`config.mk`:
```
export PLATFORM = sky130hd
export DESIGN_NAME = task_load_monitor
export DESIGN_NICKNAME = d
export VERILOG_FILES = /design/src/tlm_pkg.sv /design/src/tlm_divider.sv /design/src/tlm_datapath.sv /design/src/tlm_ctrl.sv /design/src/task_load_monitor.sv
export SDC_FILE = /design/constraint.sdc
export NUM_CORES = 1
export LEC_CHECK = 0
export ABC_AREA = 1
export BUFFER_PORTS_ARGS = -buffer_cell sky130_fd_sc_hd__buf_2
export CAP_MARGIN = 20
export CORE_AREA = 2 2 297 240
export CTS_CLUSTER_DIAMETER = 30
export DETAILED_ROUTE_END_ITERATION = 10
export DIE_AREA = 0 0 299 242
export PLACE_DENSITY = 0.65
export SYNTH_ARGS = -nofsm -noshare
export SYNTH_HDL_FRONTEND = slang
export SYNTH_HIERARCHICAL = 1
export SYNTH_SLANG_ARGS = --single-unit
```
`constraint.sdc`:
```
create_clock -name i_clk -period 6.6 [get_ports i_clk]
set_input_delay 0 -clock i_clk [delete_from_list [all_inputs] [get_ports i_clk]]
set_output_delay 0 -clock i_clk [all_outputs]
set_load 0.1 [all_outputs]
```
`src/tlm_pkg.sv`:
```
// Package for the task load monitor: constants, codes and controller/datapath types.
package tlm_pkg;

    // Default number of tracked tasks
    localparam int TASK_COUNT_DEF = 8;

    // Field widths
    localparam int ACTION_W = 2;
    localparam int TASK_W   = 8;
    localparam int TIME_W   = 32;
    localparam int LOAD_W   = 8;

    // Load scaling and saturation
    localparam int unsigned LOAD_SCALE = 100;
    localparam int unsigned LOAD_MAX   = 255;

    // Action codes
    typedef enum logic [ACTION_W-1:0] {
        ACT_CLK_IN   = 2'd0,
        ACT_CLK_OUT  = 2'd1,
        ACT_PERIODIC = 2'd2,
        ACT_READ     = 2'd3
    } t_action;

    // Controller states
    typedef enum logic [2:0] {
        ST_IDLE,
        ST_EXEC,
        ST_MUL,
        ST_DIV,
        ST_WAIT,
        ST_STORE,
        ST_FIN
    } t_state;

    // Commands from controller to datapath
    typedef struct packed {
        logic capture;
        logic exec;
        logic mul;
        logic div_start;
        logic store;
        logic out_load;
    } t_dp_cmd;

    // Status from datapath to controller
    typedef struct packed {
        t_action action;
        logic    last_idx;
        logic    div_done;
        logic    out_busy;
    } t_dp_status;

endpackage

```
`src/tlm_divider.sv`:
```
// Restoring unsigned divider, one quotient bit per cycle.
module tlm_divider (
    input  logic                       i_clk,
    input  logic                       i_rst_n,
    input  logic                       i_start,
    input  logic [tlm_pkg::TIME_W-1:0] i_dividend,
    input  logic [tlm_pkg::TIME_W-1:0] i_divisor,
    output logic [tlm_pkg::TIME_W-1:0] o_quotient,
    output logic                       o_done
);
    import tlm_pkg::*;

    localparam int CNT_W = $clog2(TIME_W);

    logic [TIME_W-1:0] r_rem;
    logic [TIME_W-1:0] r_quo;
    logic [TIME_W-1:0] r_div;
    logic [CNT_W-1:0]  r_cnt;
    logic              r_busy;
    logic              r_done;

    logic [TIME_W:0]   rem_sh;
    logic [TIME_W:0]   rem_sub;
    logic              ge;

    // One shift-and-subtract step
    always_comb begin
        rem_sh  = {r_rem, r_quo[TIME_W-1]};
        ge      = rem_sh >= {1'b0, r_div};
        rem_sub = rem_sh - {1'b0, r_div};
    end

    // Control: busy flag, bit counter, done pulse
    always_ff @(posedge i_clk) begin
        if (!i_rst_n) begin
            r_busy <= 1'b0;
            r_done <= 1'b0;
            r_cnt  <= '0;
        end else begin
            r_done <= 1'b0;
            if (i_start) begin
                r_busy <= 1'b1;
                r_cnt  <= '0;
            end else if (r_busy) begin
                r_cnt <= r_cnt + 1'b1;
                if (r_cnt == CNT_W'(TIME_W - 1)) begin
                    r_busy <= 1'b0;
                    r_done <= 1'b1;
                end
            end
        end
    end

    // Data: remainder and quotient shift registers
    always_ff @(posedge i_clk) begin
        if (i_start) begin
            r_rem <= '0;
            r_quo <= i_dividend;
            r_div <= i_divisor;
        end else if (r_busy) begin
            r_rem <= ge ? rem_sub[TIME_W-1:0] : rem_sh[TIME_W-1:0];
            r_quo <= {r_quo[TIME_W-2:0], ge};
        end
    end

    assign o_quotient = r_quo;
    assign o_done     = r_done;

endmodule

```
`src/tlm_datapath.sv`:
```
// Datapath: accumulators, load store, interval, product, divider and output word.
module tlm_datapath #(
    parameter int TASK_COUNT = tlm_pkg::TASK_COUNT_DEF
) (
    input  logic                         i_clk,
    input  logic                         i_rst_n,
    input  tlm_pkg::t_dp_cmd             i_cmd,
    output tlm_pkg::t_dp_status          o_status,
    input  logic [tlm_pkg::ACTION_W-1:0] i_action,
    input  logic [tlm_pkg::TASK_W-1:0]   i_task_req,
    input  logic [tlm_pkg::TIME_W-1:0]   i_now,
    input  logic                         i_out_ready,
    output logic                         o_out_valid,
    output logic [tlm_pkg::LOAD_W-1:0]   o_load_percent
);
    import tlm_pkg::*;

    localparam int IDX_W = (TASK_COUNT > 1) ? $clog2(TASK_COUNT) : 1;

    logic [TIME_W-1:0] r_acc  [TASK_COUNT];
    logic [LOAD_W-1:0] r_load [TASK_COUNT];
    logic [TIME_W-1:0] r_prev;
    logic [TIME_W-1:0] r_interval;
    logic [TIME_W-1:0] r_prod;
    logic [IDX_W-1:0]  r_idx;

    t_action           r_action;
    logic [IDX_W-1:0]  r_task;
    logic              r_task_ok;
    logic [TIME_W-1:0] r_now;
    logic [LOAD_W-1:0] r_result;

    logic              r_out_valid;
    logic [LOAD_W-1:0] r_out_data;

    logic [TIME_W-1:0] quotient;
    logic              div_done;
    logic [LOAD_W-1:0] load_sat;
    logic              last_idx;

    tlm_divider u_div (
        .i_clk      (i_clk),
        .i_rst_n    (i_rst_n),
        .i_start    (i_cmd.div_start),
        .i_dividend (r_prod),
        .i_divisor  (r_interval),
        .o_quotient (quotient),
        .o_done     (div_done)
    );

    // Saturate quotient; zero interval gives no load
    always_comb begin
        if (r_interval == '0) begin
            load_sat = '0;
        end else if (quotient > TIME_W'(LOAD_MAX)) begin
            load_sat = LOAD_W'(LOAD_MAX);
        end else begin
            load_sat = quotient[LOAD_W-1:0];
        end
        last_idx = r_idx == IDX_W'(TASK_COUNT - 1);
    end

    // Capture of the accepted word
    always_ff @(posedge i_clk) begin
        if (i_cmd.capture) begin
            r_action  <= t_action'(i_action);
            r_task    <= i_task_req[IDX_W-1:0];
            r_task_ok <= i_task_req < TASK_W'(TASK_COUNT);
            r_now     <= i_now;
        end
    end

    // Architectural state: accumulators, load store, last update time, sweep index
    always_ff @(posedge i_clk) begin
        if (!i_rst_n) begin
            for (int i = 0; i < TASK_COUNT; i++) begin
                r_acc[i]  <= '0;
                r_load[i] <= '0;
            end
            r_prev <= '0;
            r_idx  <= '0;
        end else begin
            if (i_cmd.exec) begin
                case (r_action)
                    ACT_CLK_IN: begin
                        if (r_task_ok) r_acc[r_task] <= r_acc[r_task] - r_now;
                    end
                    ACT_CLK_OUT: begin
                        if (r_task_ok) r_acc[r_task] <= r_acc[r_task] + r_now;
                    end
                    ACT_PERIODIC: begin
                        r_prev <= r_now;
                        r_idx  <= '0;
                    end
                    default: ;
                endcase
            end
            if (i_cmd.store) begin
                r_load[r_idx] <= load_sat;
                r_acc[r_idx]  <= '0;
                if (!last_idx) r_idx <= r_idx + 1'b1;
            end
        end
    end

    // Interval, scaled product and result word
    always_ff @(posedge i_clk) begin
        if (i_cmd.exec) begin
            r_interval <= r_now - r_prev;
            if (r_action == ACT_READ && r_task_ok) begin
                r_result <= r_load[r_task];
            end else begin
                r_result <= '0;
            end
        end
        if (i_cmd.mul) begin
            r_prod <= TIME_W'(r_acc[r_idx] * TIME_W'(LOAD_SCALE));
        end
    end

    // Output register
    always_ff @(posedge i_clk) begin
        if (!i_rst_n) begin
            r_out_valid <= 1'b0;
        end else if (i_cmd.out_load) begin
            r_out_valid <= 1'b1;
        end else if (i_out_ready) begin
            r_out_valid <= 1'b0;
        end
    end

    always_ff @(posedge i_clk) begin
        if (i_cmd.out_load) r_out_data <= r_result;
    end

    assign o_status.action   = r_action;
    assign o_status.last_idx = last_idx;
    assign o_status.div_done = div_done;
    assign o_status.out_busy = r_out_valid && !i_out_ready;

    assign o_out_valid    = r_out_valid;
    assign o_load_percent = r_out_data;

endmodule

```
`src/tlm_ctrl.sv`:
```
// Controller state machine: sequences accept, update, periodic sweep and output.
module tlm_ctrl (
    input  logic                i_clk,
    input  logic                i_rst_n,
    input  logic                i_in_valid,
    output logic                o_in_ready,
    output tlm_pkg::t_dp_cmd    o_cmd,
    input  tlm_pkg::t_dp_status i_status
);
    import tlm_pkg::*;

    t_state r_state;
    t_state n_state;

    // State register
    always_ff @(posedge i_clk) begin
        if (!i_rst_n) begin
            r_state <= ST_IDLE;
        end else begin
            r_state <= n_state;
        end
    end

    // Next state
    always_comb begin
        n_state = r_state;
        case (r_state)
            ST_IDLE:  if (i_in_valid) n_state = ST_EXEC;
            ST_EXEC:  n_state = (i_status.action == ACT_PERIODIC) ? ST_MUL : ST_FIN;
            ST_MUL:   n_state = ST_DIV;
            ST_DIV:   n_state = ST_WAIT;
            ST_WAIT:  if (i_status.div_done) n_state = ST_STORE;
            ST_STORE: n_state = i_status.last_idx ? ST_FIN : ST_MUL;
            ST_FIN:   if (!i_status.out_busy) n_state = ST_IDLE;
            default:  n_state = ST_IDLE;
        endcase
    end

    // Outputs
    always_comb begin
        o_cmd      = '0;
        o_in_ready = 1'b0;
        case (r_state)
            ST_IDLE: begin
                o_in_ready  = 1'b1;
                o_cmd.capture = i_in_valid;
            end
            ST_EXEC:  o_cmd.exec = 1'b1;
            ST_MUL:   o_cmd.mul = 1'b1;
            ST_DIV:   o_cmd.div_start = 1'b1;
            ST_STORE: o_cmd.store = 1'b1;
            ST_FIN:   o_cmd.out_load = !i_status.out_busy;
            default: ;
        endcase
    end

endmodule

```
`src/task_load_monitor.sv`:
```
// Task load monitor: per-task busy time accounting and load percent readout.
// Clock-in, clock-out and read words: the result is loaded into the output register in the finish
// state; one word in flight at a time, so a new word is taken only after that load, and a result
// not taken holds the monitor in the finish state. A periodic update sweeps the tasks through one
// shared divider, one task at a time (multiply, divide, wait, store), then loads its result word.
// Synchronous active-low reset clears accumulators, load store and last update time.
module task_load_monitor #(
    parameter int TASK_COUNT = tlm_pkg::TASK_COUNT_DEF
) (
    input  logic                         i_clk,
    input  logic                         i_rst_n,
    input  logic                         i_in_valid,
    output logic                         o_in_ready,
    input  logic [tlm_pkg::ACTION_W-1:0] i_action,
    input  logic [tlm_pkg::TASK_W-1:0]   i_task_req,
    input  logic [tlm_pkg::TIME_W-1:0]   i_now,
    output logic                         o_out_valid,
    input  logic                         i_out_ready,
    output logic [tlm_pkg::LOAD_W-1:0]   o_load_percent
);
    import tlm_pkg::*;

    t_dp_cmd    cmd;
    t_dp_status status;

    tlm_ctrl u_ctrl (
        .i_clk      (i_clk),
        .i_rst_n    (i_rst_n),
        .i_in_valid (i_in_valid),
        .o_in_ready (o_in_ready),
        .o_cmd      (cmd),
        .i_status   (status)
    );

    tlm_datapath #(
        .TASK_COUNT (TASK_COUNT)
    ) u_dp (
        .i_clk          (i_clk),
        .i_rst_n        (i_rst_n),
        .i_cmd          (cmd),
        .o_status       (status),
        .i_action       (i_action),
        .i_task_req     (i_task_req),
        .i_now          (i_now),
        .i_out_ready    (i_out_ready),
        .o_out_valid    (o_out_valid),
        .o_load_percent (o_load_percent)
    );

endmodule
```
### Yosys cells after proc, flatten, opt, wreduce, memory -nomap -nowiden

Memories as Yosys holds them, arrays and structs flattened. A register that Yosys moved wholly into a read port is not among the register bits.
Index checks and enable logic that the tools add are counted.
Widths: inputs -> output; s select.

| storage, ports and cells | value |
|---|---|
| bits in writable memories | 320 |
| register bits after elaboration | 250 |
| memory bits (read-only) | 0 |
| memories | 2 |
| word-level logic and storage cells | 117 |
| input bits | 46 |
| output and inout port bits | 10 |
| latch bits | 0 |

| cells by class | value |
|---|---|
| reductions and logical operators | 17 |
| bitwise gates (word level) | 3 |
| $lt $le $gt $ge | 3 |
| muxes and demuxes | 53 |
| multipliers | 1 |
| add/subtract/negate cells | 6 |
| divide/modulo/power cells | 0 |
| shifts and indexed selects | 0 |
| equal/unequal tests | 14 |

Memories:

| memory | depth | width | rd ports | clocked after memory_dff | write ports | line | RTL |
|---|---|---|---|---|---|---|---|
| u_dp.r_acc | 8 | 32 | 2 | 2 | 8 | tlm_datapath.sv:20 | `logic [TIME_W-1:0] r_acc [TASK_COUNT];` |
| u_dp.r_load | 8 | 8 | 1 | 1 | 8 | tlm_datapath.sv:21 | `logic [LOAD_W-1:0] r_load [TASK_COUNT];` |

Operator list:

| kind | count |
|---|---|
| $mux 32 | 6 |
| $sub 32x32->32 | 3 |
| $reduce_or 32->1 | 2 |
| $mux 3 | 14 |
| $ge 33x32->1 | 1 |
| $add 32x32->32 | 1 |
| $gt 32x8->1 const B | 1 |
| $logic_not 32->1 | 1 |
| $mul 32x5->30 const B | 1 |
| $mux 1 | 29 |
| $mux 8 | 3 |
| $pmux 3 s7 | 1 |
| $eq 3x3->1 const B | 4 |
| $lt 8x4->1 const B | 1 |
| $reduce_or 8->1 | 1 |
| $eq 3x2->1 const B | 2 |
| $add 5x1->5 const B | 1 |
| $eq 5x5->1 const B | 1 |
| $eq 2x2->1 const B | 2 |
| $ne 2x2->1 const B | 2 |
| $reduce_bool 2->1 | 2 |
| $add 3x1->3 const B | 1 |
| $eq 3x1->1 const B | 1 |
| $logic_not 1->1 | 3 |
| other kinds (11) | 13 |

### Logic depth before layout (Yosys ltp)

Gate-level depths: netlist of run 1.

| depth | value |
|---|---|
| depth in word-level cells | 9 |
| depth in mapped cells | 26 |
| mapped depth without buffers | 25 |

### Hierarchy

Netlist of run 1, hierarchy kept.

Modules (own cells, without submodules):

| module | cells each | sequential area each (um^2) | area an instance (um^2) | times used |
|---|---|---|---|---|
| tlm_datapath | 3612 | 10990.5 | 27383.8 | 1 |
| tlm_divider | 988 | 2702.6 | 6871.6 | 1 |
| tlm_ctrl | 41 | 60.1 | 226.5 | 1 |

### Least setup slack after synthesis of run 1

OpenSTA, ideal clock, no wires.

| timing path | value |
|---|---|
| path type | reg-to-reg |
| from | register u_ctrl.r_state[0] |
| to | memory u_dp.r_acc[1][12] |
| period minus slack after synthesis | 5067 ps |
| data arrival time | 4935 ps |
| path slack | 1533 ps |
| path buffers | 2 |
| stages on the path, launching flop included | 22 |
| cells stage by stage | dfxtp_1 > inv_2 > nor2_1 > inv_1 > nor2_1 > nand2_1 > nor2_1 > nand2_2 > nor2_2 > inv_2 > clkbuf_1 > nand2_1 > o21ai_0 > fa_1 > nand3_1 > nand2_1 > nand3_1 > nand3b_1 > or2_2 > buf_2 > nand3_1 > a21oi_1 |

RTL lines:

| what | line | RTL |
|---|---|---|
| from (decl) | tlm_ctrl.sv:12 | `t_state r_state;` |
| from (signal assigned) | tlm_ctrl.sv:20 | `r_state <= n_state;` |
| to (decl) | tlm_datapath.sv:20 |  |

==> results of run 1 <==
power by group:
part / switching [W] / internal (W)
sequential: 0.000326 / 0.00424
combinational: 0.00495 / 0.00171
clock: 0.00209 / 0.00377
layout make-up:
type / count / area share, %
Clock buffer: 133 / 7.481
Clock inverter: 75 / 2.420
Inverter: 638 / 5.984
Multi-Input combinational cell: 3268 / 44.02
Sequential cell: 565 / 34.38
Tap cell: 934 / 2.920
Timing Repair Buffer: 144 / 2.795
kinds of logic after synthesis:
kind of cell / Yosys count
DFF: 565
adders and majority gates: 201
AOI/OAI and AO/OA: 933
other: 1
xor gates and xnor gates: 97
and+or+nand+nor: 2035
buffers and inverters: 809
critical path, delay by kind of cell, from the launching register on:
| family | cells | cell delay [ps] |
|---|---|---|
| adder cells (fa/ha/maj) | 4 | 1560 |
| buffers and inverters | 5 | 920 |
| AO/OA/AOI/OAI | 1 | 400 |
| AND/OR/NAND/NOR | 9 | 1860 |
| XOR/XNOR | 1 | 70 |
| flip-flops | 1 | 590 |
per-stage QoR:
step	hold slack, ps	util (%)	worst slack [ps]	instances	area (sq um)
2_1_floorplan	98.87	-	1533	4642	34490
3_3_place_gp	176.0	51.02	1288	5502	35540
3_5_place_dp	178.6	51.06	1141	5503	35570
4_1_cts	1.253	57.38	1108	5755	39970
5_1_grt	16.39	57.45	725.5	5757	40020
6_report	21.93	57.45	911.0	5757	40020
registers in the layout, summed over array words and instances (netlist names), 2 cells and up, named ones only:
name / cells
u_dp/u_div/o_quotient: 32
u_dp/r_idx: 3
u_dp/r_result: 8
u_ctrl/r_state: 3
u_dp/r_now: 32
u_dp/u_div/r_div: 32
u_dp/r_interval: 32
u_dp/r_prod: 30
u_dp/r_action: 2
u_dp/r_task: 3
u_dp/o_load_percent: 8
u_dp/r_acc: 240
u_dp/u_div/r_cnt: 5
u_dp/u_div/r_rem: 32
u_dp/r_prev: 32
u_dp/r_load: 64
layout by cell type (no fill, tap or decap), types with 41 or more instances in the layout:
cell type | synthesis | routed
a21oi_1 | 445 | 445
buf_2 | 66 | 55
buf_4 | 7 | 41
clkbuf_16 | 0 | 114
dfxtp_1 | 321 | 319
dlygate4sd3_1 | 0 | 44
edfxtp_1 | 244 | 244
ha_1 | 174 | 174
inv_1 | 604 | 601
nand2_1 | 1165 | 1165
nand3_1 | 352 | 351
nor2_1 | 338 | 329
o21ai_0 | 218 | 218
o22ai_1 | 66 | 66
xnor2_1 | 45 | 45
xor2_1 | 49 | 49
metal layers:
layer / vias to the layer above / wire length, um / global-route usage (%)
li1: 15640 / - / -
met1: 15160 / 53120 / 48.08
met2: 1931 / 46560 / 44.18
met3: 286 / 14190 / 7.398
met4: 4 / 4560 / 11.93
met5: - / 27 / 0
worst max path at each step:
stage	from	to	slack (ps)
2_1_floorplan	u_ctrl/r_state[0]	u_dp/r_acc[1][12]	1530
3_3_place_gp	u_dp/r_idx[0]	u_dp/r_prod[26]	1290
3_5_place_dp	u_dp/r_idx[0]	u_dp/r_prod[23]	1140
4_1_cts	u_dp/r_idx[0]	u_dp/r_prod[23]	1110
5_1_grt	u_dp/r_idx[0]	u_dp/r_prod[25]	730
6_report	u_dp/r_idx[0]	u_dp/r_prod[26]	910
what timing repair did:
item | in CTS | in global routing
hold endpoints to repair | 50 | 0
hold buffers | 44 | 0
gates resized for setup | 0 | 0
endpoints found under the setup margin | 0 | 0
==> results.txt, run 1 <==
* EDFF count, synth: 244
- Summed over all nets, the half-perimeter wirelength after detailed placement is 80750 um.
- Critical-path cell with the highest stage delay: nand2_1
- Max-cap violations in this run came to 0.
- Number of pins exceeding their max-slew limit in the final report: 0
- Post-synthesis xor/xnor area fraction: 2.529%
- Max Root-Sink Buffers: 3
- The smallest clock period supported by the final layout is computed as 5689 ps.
- Unrepaired setup endpoints after global routing: false
- The via count of the first global-routing pass came to 30210.
- The worst register-to-register path ends at u_dp/r_prod[26].
- Ant. Diodes: 0
- The detailed router finished its first iteration with 4294 violations.
- Count of synthesis-stage warnings from yosys: 6
- Critical path start-end classification: flop to flop
- Starting density of the core: 49.50%
* CORE AREA: 69670 sq um
- Maximum achievable frequency: 175.8 MHz
- In this run, CTS created clock tree buffers numbering 110.
- Largest stage delay on the critical path: 600 ps
- Summing all multi-input logic gate instances after layout gives 17620 sq um.
* Asr flop ratio synth: 0%
* Total chip power: 0.01709 W
- Worst hold start: i_now[4]
- For this design the top-level I/O count stands at 56.
* Transition time of the tightest slew-check pin: 1146 ps
- Clock latency on the worst-skew pair, taken at its later pin, is 700 ps.
* Sinks on the clock net: 565
- The floorplan has 87 rows.
- Area grow syn2layout: 16.07%
- Nature of the critical path startpoint: flop
- Cell at the root of the clock tree: clkbuf_16
- Required time reported for the critical path endpoint: 7020 ps
* Synth Area in Compound Gates: 15.36%
* Number of cell instances on the worst register-to-register path: 20
- Dominant combinational cell family by area after synthesis: simple AND/OR/NAND/NOR gates
- Vias post-DR: 33020
- The final layout contains routed wiring with a total length of 118500 um.
* Count of mapped cells out of synthesis: 4641
* Antenna violations before repair: 2
- The most used flip-flop cell after synthesis is dfxtp_1.
* Crit Reg-Reg Startpoint: u_dp/r_idx[0]
- Total grt overflow: 0
- The H-tree was split into 3 levels.
- Post-CTS timing repair inserted 0 buffers for setup.
- Final hold viol count: 0
- Global routing consumed, over all layers together, 32.01% of the routing resources.
- Count of input and output buffers: 55
- Between clock sinks in the finished design, the worst skew comes to 54.02 ps.
- Wire length of the first global-routing pass: 180500 um
- In this run the power density over the cells is 427.1 nW/um^2.
- The largest total area in the synthesized netlist belongs to edfxtp_1.
* Clock tree from TritonCTS: built
* Post-synth top cells: nand2_1, inv_1, a21oi_1
- By area the synthesized netlist is led by edfxtp_1, dfxtp_1, nand2_1.
- The path with the worst hold slack has its endpoint at u_dp/r_now[4].
- RD Place Congestion: 0.9781
* DR vias/cell: 5.735
- After routing, the total negative slack on setup checks comes to 0 ps.
- In this run the biggest area consumer among cell types represents 21.25% of the synthesized area.
- Across all register-to-register paths, the minimum setup slack is 910 ps.
- The worst setup path is captured at a flop.
- After Yosys synthesis, full adders, half adders and majority gates account for 7.881% of the synthesized area.
- The detail route stage leaves a number of antenna-violating nets equal to 0.
- Hold-critical path depth: 2
* # fillers: 6459
- Final period util: 86.20%
- Sequential-to-total area share from yosys stat: 39.89%
- Hold/Removal Path Class: primary input to flop
- Outcome: finished clean
* Synthesized-area fraction occupied by and/or/nand/nor cells: 25.12%
- Yosys reg bits: 565
- After the last flow step, the layout net total stands at 4974.
* Routed len/inst: 20.58 um
* Sequential cell area: 13760 sq um
* Count of unique library cells instantiated by Yosys: 63
- Clock-pin slew was measured on the worst setup and hold paths at 60 ps.
- Fraction of final layout cells with drive strength greater than 1: 8.501%
* Peak supply drop: 364.6 uV
* Data arrival time of the critical path: 6110 ps
- Library cell with the highest instance count after synthesis: nand2_1
* Vertical die dimension: 242 um
- The critical path goes through inv_1 > nand2_1 > inv_2 > a221oi_1 > nand4_1 > ha_1 > ha_1 > inv_1 > fa_1 > inv_1 > ha_1 > nand2_1 > nor2_1 > inv_1 > nor2_1 > nand4_1 > nand3_1 > nand3_1 > nand2_1 > xor2_1.
* Largest fanout of any net on the critical path: 19
- Lkg Pwr: 17.41 nW
* 1st-pass router iterations: 6
- After detailed routing, the number of remaining DRC violations is 0.
* Maximum number of pins on one net before global-route repair: 69
* Final setup violation count: 0
- The mapped netlist covers 34480 sq um.
- Measured against the total synthesized area, the mux share comes to 0%.
* Top cell by count, worst path: inv_1
* Slew HR: 23.37%
- The die is 299 um wide.
- Each instance of the synthesized netlist takes up on average 7.430 sq um.
- The floorplan step defined a die boundary enclosing 72360 sq um.
(Power assumes the default switching activity.)
==> run 2, diff against run 1 <==
PLACE_DENSITY = not set   (was 0.65)
PLACE_DENSITY_LB_ADDON = 0.05   (was not set)
==> run 2 against run 1 <==
Net effect:
- cell area is 0.59% higher
- register-to-register slack worse by 240 ps
- non-clock buffer count is 5 lower
- sequential power is 0.9% higher
- cell count is 0.24% higher
- clock power is 6.1% higher
- die area stayed put
- largest power group unchanged
==> results.txt, run 2 (synthesized netlist as in run 1, its figures left out) <==
- The overall fraction of global-route tracks in use was 32.28% (+0.27 points).
- The share of cells above drive strength 1 is 8.871% (+0.37 points).
* # fillers: 6648 (+2.9%)
* Final Skew: 16.80 ps (-37.21 ps)
* Iter 0 DRT Violations: 4094 (-4.7%)
- Critical-path cell with the highest stage delay: dfxtp_1
- Critical path start-end classification: flop to flop
- Number of nets with antenna violations after routing: 0 (unchanged)
- Met2 routed WL: 46860 um (+0.64%)
- Antenna violations before repair: 1 (-1)
- The depth of the CTS H-tree came to 3 (unchanged).
- The period utilization was 89.79% (+3.6 points).
- The largest fanout on the critical path is 21 (+2).
- The achievable frequency is 168.7 MHz (-4.0%).
- TritonCTS built the clock tree.
- Top cell by count, worst path: nand2_1
* CORE AREA: 69670 sq um (unchanged)
- Hold/Removal Path Class: primary input to flop
- Reg with most FFs: u_dp/r_acc
* Worst setup slack after placement: 884.3 ps (-257.0 ps)
- The routability-driven placement congestion ratio was 0.9238 (-5.6%).
- The cell leakage power is 17.51 nW (+0.59%).
- CTS placed an instance of clkbuf_16 at the clock tree root.
- Count of input and output buffers: 55 (unchanged)
- The number of cells on the worst reg-to-reg path was 18 (-10%).
* Ordered list of cells on the worst path: inv_1 > nand2_1 > inv_2 > a22oi_1 > o2111ai_1 > ha_1 > ha_1 > fa_1 > ha_1 > nand2_1 > o21ai_0 > nand2_1 > nand2_1 > a21oi_1 > o21ai_2 > nand2_1 > nand3_1 > nand2_1
- I/O Pins: 56 (unchanged)
- The via count of the first global-routing pass is 29390 (-2.7%).
* Post-DP HPWL: 82050 um (+1.6%)
* CTS buffer count: 119 (+8.2%)
- The global-route wire length before repair was 180900 um (+0.23%).
* Required time reported for the critical path endpoint: 7020 ps (about the same)
- The count of final max-slew check failures is 0 (unchanged).
- The height of the chip is 242 um (unchanged).
- The total negative slack for setup checks was 0 ps (unchanged).
- Final hold viol count: 0 (unchanged)
* Final worst slack: 673.8 ps (-237.2 ps)
- Areal power density over the cells: 432.4 nW/um^2 (+1.2%)
- Setup repair after global routing left no endpoint under its margin.
- The average wire per cell in the routed design was 20.69 um (+0.56%).
- Total wire length: 119400 um (+0.81%)
- The max-capacitance violation count came to 0 (unchanged).
* Highest metal layer with signal wires: met4
* Post-layout minimum cycle time: 5926 ps (+237.2 ps)
* Commonest non-fill, non-tap cells in the layout: nand2_1, inv_1, a21oi_1
* Vias post-DR: 32580 (-1.3%)
- Clock edge transition at the registers on the reported setup and hold paths: 50 ps (about the same)
- Starting density of the core: 49.50% (unchanged)
- Number of placement rows: 87 (unchanged)
- The routed metal-1 wirelength came to 55720 um (+4.9%).
- Post-cts resize count: 0 (unchanged)
* Total grt overflow: 0 (unchanged)
- Largest stage delay on the critical path: 790 ps (+190 ps)
* Net count of the finished layout: 4978 (+0.080%)
- Full die area: 72360 sq um (unchanged)
- Worst setup EP type: flop
* 1st-pass router iterations: 6 (unchanged)
* Nature of the critical path startpoint: flop
- The horizontal die dimension was 299 um (unchanged).
- Outcome: finished clean
* Largest registers ranked by flip-flop count: u_dp/r_acc: 240 flops, u_dp/r_load: 64 flops
- The signal arrival time at the worst endpoint came to 6350 ps (+240 ps).
* Total setup buffers inserted after CTS: 0 (unchanged)
- The insertion delay of the later-clocked pin in the worst-skew pair is 680 ps (-20 ps).
- Met3 wire len: 12850 um (-9.4%)
- The normalized max-slew margin came to 18.99% (-4.4 points).
* Final setup violation count: 0 (unchanged)
- DR vias/cell: 5.645 (-1.6%)
- The residual DRC count came to 0 (unchanged).
* Number of flip-flops under the largest register name: 240 (unchanged)
- Maximum number of pins on one net before global-route repair: 128 (+86%)
- Most frequent standard cell in the layout excluding fill and tap cells: nand2_1
- Sinks on the clock net: 565 (unchanged)
- Peak supply drop: 332.3 uV (-8.9%)
* Area grow syn2layout: 16.76%
* Transition time of the tightest slew-check pin: 1214 ps (+68.27 ps)
* Max Root-Sink Buffers: 3 (unchanged)
* Hold-critical path depth: 2 (unchanged)
==> run 2: cell count changes in the layout (fill, tap and decap cells not counted), moves of 4 or more <==
cell | previous run | this run
bufinv_16 | 12 | 18
clkbuf_16 | 114 | 121
clkbuf_1 | 12 | 8
inv_8 | 5 | 1
clkinvlp_4 | 7 | 12
clkinv_16 | 4 | 0
clkinv_4 | 11 | 15
clkinv_2 | 11 | 22
==> run 2: cell type report <==
class,count,area (sq um),area share [%]
tap,934,1169,2.903
multi-input combinational,3268,17630,43.80
clock buffer,134,3127,7.766
clock inverter,92,1091,2.710
sequential,565,13760,34.17
antenna,1,2.502,0.006216
inverter,638,2395,5.948
timing repair buffer,139,1084,2.691
==> run 2: what timing repair did <==
action,4_1_cts,5_1_grt
hold buffers,42,0
setup endpoints to repair,0,0
endpoints found under the hold margin,48,0
==> run 2: path summary, 6_finish.rpt <==
check,endpoint,slack (ps),start
worst max-delay path,u_dp/r_prod[25],670,u_dp/r_idx[0]
worst min-delay path,u_dp/r_now[27],30,i_now[27]
worst max register to register,u_dp/r_prod[25],670,u_dp/r_idx[0]
worst min register to register,u_dp/o_load_percent[4],420,u_dp/r_result[4]
==> run 2: power by group <==
| part | internal (W) | total [W] | switching (W) |
|---|---|---|---|
| Sequential | 0.00425 | 0.00461 | 0.000360 |
| Clock | 0.00413 | 0.00622 | 0.00209 |
| Combinational | 0.00170 | 0.00658 | 0.00487 |
| Total | 0.0101 | 0.0174 | 0.00732 |
==> run 2: per-layer routing <==
layer | up-vias | track usage, %
li1 | 15660 | -
met1 | 15070 | 49.62
met2 | 1614 | 44.21
met3 | 233 | 7.031
met4 | 0 | 10.59
met5 | - | 0
==> run 2: worst max-delay path: cells and delay by family (launching register included) <==
kind,cells,cell delay [ps]
adders and majority gates,4,1530
DFF,1,790
AOI/OAI and AO/OA,5,1200
and+or+nand+nor,7,1330
buffers and inverters,2,790
==> run 2: metrics by stage <==
stage	instances	util (%)	total power (W)	cell area (sq um)	hold WS (ps)
floorplan	4642	-	0.008737	34490	98.87
finish	5771	57.79	0.01741	40260	33.92
global route	5770	57.79	0.01820	40260	11.19
global placement	5499	51.01	0.01097	35540	176.0
CTS	5767	57.67	0.01726	40170	2.196
detailed placement	5499	51.01	0.01098	35540	178.1
